==> src/design/rdl_pkg.sv <==
// Shared types and constants for the radix dictionary lookup block.
package rdl_pkg;

    localparam int NODE_W     = 6;
    localparam int NODES      = 64;
    localparam int LEN_W      = 6;
    localparam int KEY_LEN    = 32;
    localparam int BYTE_IDX_W = 5;
    localparam int POS_W      = 9;
    localparam int BYTE_W     = 8;
    localparam int NAME_AW    = NODE_W + BYTE_IDX_W;
    localparam int NAMES      = NODES * KEY_LEN;

    typedef enum logic [1:0] {
        CMD_NODE   = 2'd0,
        CMD_NAME   = 2'd1,
        CMD_KEY    = 2'd2,
        CMD_LOOKUP = 2'd3
    } cmd_t;

    typedef enum logic [1:0] {
        RES_FOUND = 2'd0,
        RES_RANGE = 2'd1,
        RES_LEN   = 2'd2,
        RES_BYTE  = 2'd3
    } res_code_t;

    typedef enum logic [2:0] {
        S_IDLE,
        S_ROOT,
        S_NODE,
        S_KEY,
        S_CMP,
        S_DONE
    } state_t;

    typedef struct packed {
        logic signed [POS_W-1:0] pos;
        logic [NODE_W-1:0]       left;
        logic [NODE_W-1:0]       right;
        logic [LEN_W-1:0]        len;
    } node_t;

    typedef struct packed {
        logic      accept;
        logic      lk_start;
        logic      root_eval;
        logic      node_eval;
        logic      key_eval;
        logic      cmp_start;
        logic      cmp_step;
        logic      set_res;
        res_code_t res_code;
        logic      out_load;
    } dp_cmd_t;

    typedef struct packed {
        logic root_fail;
        logic walk_end;
        logic len_bad;
        logic len_zero;
        logic child_fail;
        logic byte_bad;
        logic cmp_last;
        logic out_busy;
    } dp_status_t;

    function automatic logic [LEN_W-1:0] sat_len(input logic [LEN_W-1:0] v);
        sat_len = (v > LEN_W'(KEY_LEN)) ? LEN_W'(KEY_LEN) : v;
    endfunction

endpackage

==> src/design/rdl_ctrl.sv <==
// Lookup sequencer: walks the trie, then compares the name, then delivers the result.
module rdl_ctrl (
    input  logic                aclk,
    input  logic                aresetn,
    input  logic                s_valid,
    input  logic [1:0]          s_cmd,
    output logic                s_ready,
    input  rdl_pkg::dp_status_t sts,
    output rdl_pkg::dp_cmd_t    cmd
);

    rdl_pkg::state_t state_reg, state_next;

    always_ff @(posedge aclk) begin
        if (!aresetn) begin
            state_reg <= rdl_pkg::S_IDLE;
        end else begin
            state_reg <= state_next;
        end
    end

    always_comb begin
        state_next = state_reg;
        case (state_reg)
            rdl_pkg::S_IDLE: begin
                if (s_valid && s_cmd == rdl_pkg::CMD_LOOKUP) begin
                    state_next = rdl_pkg::S_ROOT;
                end
            end
            rdl_pkg::S_ROOT: begin
                state_next = sts.root_fail ? rdl_pkg::S_DONE : rdl_pkg::S_NODE;
            end
            rdl_pkg::S_NODE: begin
                if (!sts.walk_end) begin
                    state_next = rdl_pkg::S_KEY;
                end else if (sts.len_bad || sts.len_zero) begin
                    state_next = rdl_pkg::S_DONE;
                end else begin
                    state_next = rdl_pkg::S_CMP;
                end
            end
            rdl_pkg::S_KEY: begin
                state_next = sts.child_fail ? rdl_pkg::S_DONE : rdl_pkg::S_NODE;
            end
            rdl_pkg::S_CMP: begin
                if (sts.byte_bad || sts.cmp_last) begin
                    state_next = rdl_pkg::S_DONE;
                end
            end
            rdl_pkg::S_DONE: begin
                if (!sts.out_busy) begin
                    state_next = rdl_pkg::S_IDLE;
                end
            end
            default: state_next = rdl_pkg::S_IDLE;
        endcase
    end

    always_comb begin
        cmd          = '0;
        cmd.res_code = rdl_pkg::RES_FOUND;
        s_ready      = 1'b0;
        case (state_reg)
            rdl_pkg::S_IDLE: begin
                s_ready      = 1'b1;
                cmd.accept   = s_valid;
                cmd.lk_start = s_valid && s_cmd == rdl_pkg::CMD_LOOKUP;
            end
            rdl_pkg::S_ROOT: begin
                cmd.root_eval = 1'b1;
                if (sts.root_fail) begin
                    cmd.set_res  = 1'b1;
                    cmd.res_code = rdl_pkg::RES_RANGE;
                end
            end
            rdl_pkg::S_NODE: begin
                if (!sts.walk_end) begin
                    cmd.node_eval = 1'b1;
                end else if (sts.len_bad) begin
                    cmd.set_res  = 1'b1;
                    cmd.res_code = rdl_pkg::RES_LEN;
                end else if (sts.len_zero) begin
                    cmd.set_res  = 1'b1;
                    cmd.res_code = rdl_pkg::RES_FOUND;
                end else begin
                    cmd.cmp_start = 1'b1;
                end
            end
            rdl_pkg::S_KEY: begin
                cmd.key_eval = 1'b1;
                if (sts.child_fail) begin
                    cmd.set_res  = 1'b1;
                    cmd.res_code = rdl_pkg::RES_RANGE;
                end
            end
            rdl_pkg::S_CMP: begin
                if (sts.byte_bad) begin
                    cmd.set_res  = 1'b1;
                    cmd.res_code = rdl_pkg::RES_BYTE;
                end else if (sts.cmp_last) begin
                    cmd.set_res  = 1'b1;
                    cmd.res_code = rdl_pkg::RES_FOUND;
                end else begin
                    cmd.cmp_step = 1'b1;
                end
            end
            rdl_pkg::S_DONE: begin
                cmd.out_load = !sts.out_busy;
            end
            default: begin
                s_ready = 1'b0;
            end
        endcase
    end

endmodule

==> config.mk <==
export PLATFORM = sky130hd
export DESIGN_NAME = rdl_ctrl
export DESIGN_NICKNAME = d
export VERILOG_FILES = /design/src/design/rdl_pkg.sv /design/src/design/rdl_ctrl.sv
export SDC_FILE = /design/constraint.sdc
export NUM_CORES = 1
export LEC_CHECK = 0
export BUFFER_PORTS_ARGS = -buffer_cell sky130_fd_sc_hd__buf_2
export CAP_MARGIN = 20
export CORE_AREA = 5 5 42 44
export DETAILED_ROUTE_END_ITERATION = 7
export DIE_AREA = 0 0 47 49
export GPL_ROUTABILITY_DRIVEN = 1
export PLACE_DENSITY = 0.7
export SLEW_MARGIN = 5
export SYNTH_ARGS = -nofsm -noshare
export SYNTH_HDL_FRONTEND = slang
export SYNTH_SLANG_ARGS = --single-unit
==> constraint.sdc <==
create_clock -name aclk -period 1.9 [get_ports aclk]
set_clock_uncertainty 0.15 [all_clocks]
set_input_delay 0.285 -clock aclk [delete_from_list [all_inputs] [get_ports aclk]]
set_output_delay 0.285 -clock aclk [all_outputs]
set_load 0.005 [all_outputs]
==> impl_metrics.py <==
metrics = {
    "logic_synthesis": {
        "synthesis.area_um2": 386.6,
        "synth_compound_area_share_pct": 22.65,
        "synth_ff_type": "dfxtp_1",
        "mappedNetlistNets": 64,
        "synth_edf_count": 0,
        "synth_cells": 51,
        "synth_top_family_by_area": "simple AND/OR/NAND/NOR gates",
        "netlist.area_leader.share_pct": 15.53,
        "yosys_warnings": 0,
        "yosys.area_share.adder_pct": 0,
        "synth.mux.area_fraction_pct": 6.472,
        "netlist_top_cells_count": "5 x nand2_1, 5 x nor2_1, 4 x nor3_1",
        "async_flop_share_pct": 0,
        "ys_ff_latch": 3,
        "synth_area_per_cell_um2": 7.581,
        "synth_xor_area_share_pct": 0,
        "yosysSeqAreaShare_pct": 15.53,
        "synth-simple-area-share_pct": 44.34,
        "yosysTopAreaCell": "dfxtp_1",
        "ys_types": 30,
        "synth_area_leaders": "dfxtp_1 16%, buf_6 5.8%, a221o_1 5.2%, nor3_1 5.2%, nand2_1 4.9%",
    },
    "die": {
        "initial_core_util_pct": 27.59,
        "dieArea_um2": 2303,
        "core_area_um2": 1401,
        "die_x_um": 47,
        "row_count": 14,
        "pin_count": 25,
        "die_h_um": 49,
    },
    "global_route": {
        "antenna_found_initial": 0,
        "grt_pass1_wl_um": 1904,
        "track_usage_pct": 10.83,
        "grt_overflow": 0,
        "grt_pass1_vias": 444,
        "grt_max_degree": 18,
    },
    "clocking": {
        "cts_max_level": 1,
        "numClockSinks": 3,
        "clockBufferDepth": 2,
        "postCtsHoldBufs": 0,
        "clkLatencyLatePin_ps": 230,
        "root_buffer": "clkbuf_4",
        "cts_tree": "done",
        "clk_pin_slew_ps": 40,
        "numCtsBuffers": 3,
    },
    "power": {
        "power_frac_comb_pct": 47.7,
        "switching_share_pct": 38.01,
        "p_int_uw": 283.6,
        "leakage_nw": 0.2645,
        "ir_drop_mv": 0.2584,
        "p_per_area_nw_per_um2": 852.4,
        "seqPwrFrac_pct": 27.3,
        "pwr-share-clk_pct": 25.0,
        "fin_total_pwr_uw": 457.6,
        "p_sw_uw": 173.9,
    },
    "setup_path": {
        "critPathCapture": "cmd[3]",
        "r2r_start": "state_reg[0]",
        "timing.rr.end": "state_reg[2]",
        "criticalPathCategory": "flip-flop to output port",
        "rrSetupSlack_ps": 370,
        "worstSetupEndpointType": "output port",
        "arrival_ps": 1350,
        "worst-r2r-cell-count": 3,
        "start_kind": "flip-flop",
        "startpoint": "state_reg[1]",
        "cp_max_fo": 11,
        "cp.required_ps": 1460,
    },
    "timing": {
        "hold_viol": 0,
        "finalMaxSlewViolations": 0,
        "finalCriticalPeriod_ps": 1786,
        "whs_ps": 171.6,
        "tightest_slew_ps": 311.6,
        "setup_viol": 0,
        "finalCritPeriodShare_pct": 93.98,
        "grt_setup_unrepaired": "no",
        "finalWorstSetupSlack_ps": 114.3,
        "max_freq_mhz": 560.0,
        "setup_tns_ps": 0,
        "relSlewSlack_pct": 79.06,
    },
    "detailed_routing": {
        "drc": 0,
        "vias": 453,
        "drtIter0Drc": 5,
        "drt_pass1_iterations": 4,
        "wl_um": 1121,
        "avgRoutedWirePerCell_um": 12.05,
        "ant_nets": 0,
        "routed_via_density": 4.871,
    },
    "placement": {
        "dp_hpwl_um": 870.2,
        "port_buffers": 24,
        "place.gp.congestion": 0.8047,
        "dp_slack_ps": 185.2,
    },
    "cells_and_area": {
        "largest_reg_flops": 3,
        "antenna_cells": 0,
        "area_growth_pct": 38.83,
        "nets": 91,
        "fillerInstances": 170,
        "drive_gt1_share_pct": 50.65,
    },
    "hold_path": {
        "worstHoldPathType": "input pin to flip-flop",
        "hold_path_startpoint": "aresetn",
    },
    "status": {
        "status": "complete, no violations",
    },
    "run": {
        "drv_cap": 0,
    },
}
power by group through the flow:
stage / Combinational (mW) / Sequential, mW / Clock (mW)
finish: 0.218 / 0.125 / 0.115
global route: 0.242 / 0.131 / 0.125
CTS: 0.220 / 0.123 / 0.121
detailed placement: 0.218 / 0.120 / 0
global placement: 0.213 / 0.119 / 0
floorplan: 0.194 / 0.0854 / 0
metal layers:
layer  track usage (%)  up-vias  part of all wire [%]
li1                  -      240                     -
met5                 0        -                     0
met1             15.75      200                    48
met2             14.48       13                    47
met4             6.912        0                     0
met3             1.107        0                   4.7
cell usage in the layout, fill, tap and decap left out, types with 2 or more instances in the layout:
master | netlist | layout
buf_2 | 1 | 24
nor2_1 | 5 | 5
nand2_1 | 5 | 5
nor3_1 | 4 | 4
nor2b_1 | 3 | 3
o21ai_0 | 3 | 3
clkbuf_4 | 0 | 3
nor2b_2 | 2 | 2
a221o_1 | 2 | 2
buf_4 | 0 | 2
dfxtp_2 | 0 | 2
per-stage QoR:
step	utilization, %	cells	cell area (um2)
6_report	38.30	93	536.8
5_1_grt	38.30	93	536.8
4_1_cts	38.04	93	533.0
3_5_place_dp	35.63	89	499.2
3_3_place_gp	35.63	89	499.2
2_1_floorplan	-	51	386.6
layout make-up:
type | instances | area, um2 | share of cell area (%)
Timing Repair Buffer | 26 | 135.1 | 25.17
Tap cell | 16 | 20.02 | 3.730
Sequential cell | 3 | 66.31 | 12.35
Clock buffer | 4 | 26.28 | 4.895
Multi-Input combinational cell | 44 | 289.0 | 53.85
critical path: stages (launching register included):
cell and delay [ps]:
dfxtp_4 400, mux2i_1 230, nor3b_2 80, or2_2 280
buf_2 130
kinds of logic after synthesis:
| kind of cell | count (synthesis) |
|---|---|
| AOI/OAI and AO/OA | 12 |
| DFF | 3 |
| and+or+nand+nor | 30 |
| muxes | 2 |
| buffers and inverters | 4 |
timing repair:
item	CTS	global route
pin swaps	0	0
setup endpoints to repair	3	2
cloned	0	0
setup buffers	0	0
resized for setup	3	2
worst min path at each step:
stage          slack [ps]  cells after the start           end
5_1_grt               170                      2  state_reg[1]
2_1_floorplan         260                      1  state_reg[1]
4_1_cts               160                      2  state_reg[1]
3_5_place_dp          420                      2  state_reg[1]
3_3_place_gp          420                      2  state_reg[1]
6_report              170                      2  state_reg[1]
Power figures use the tool's default switching activity.
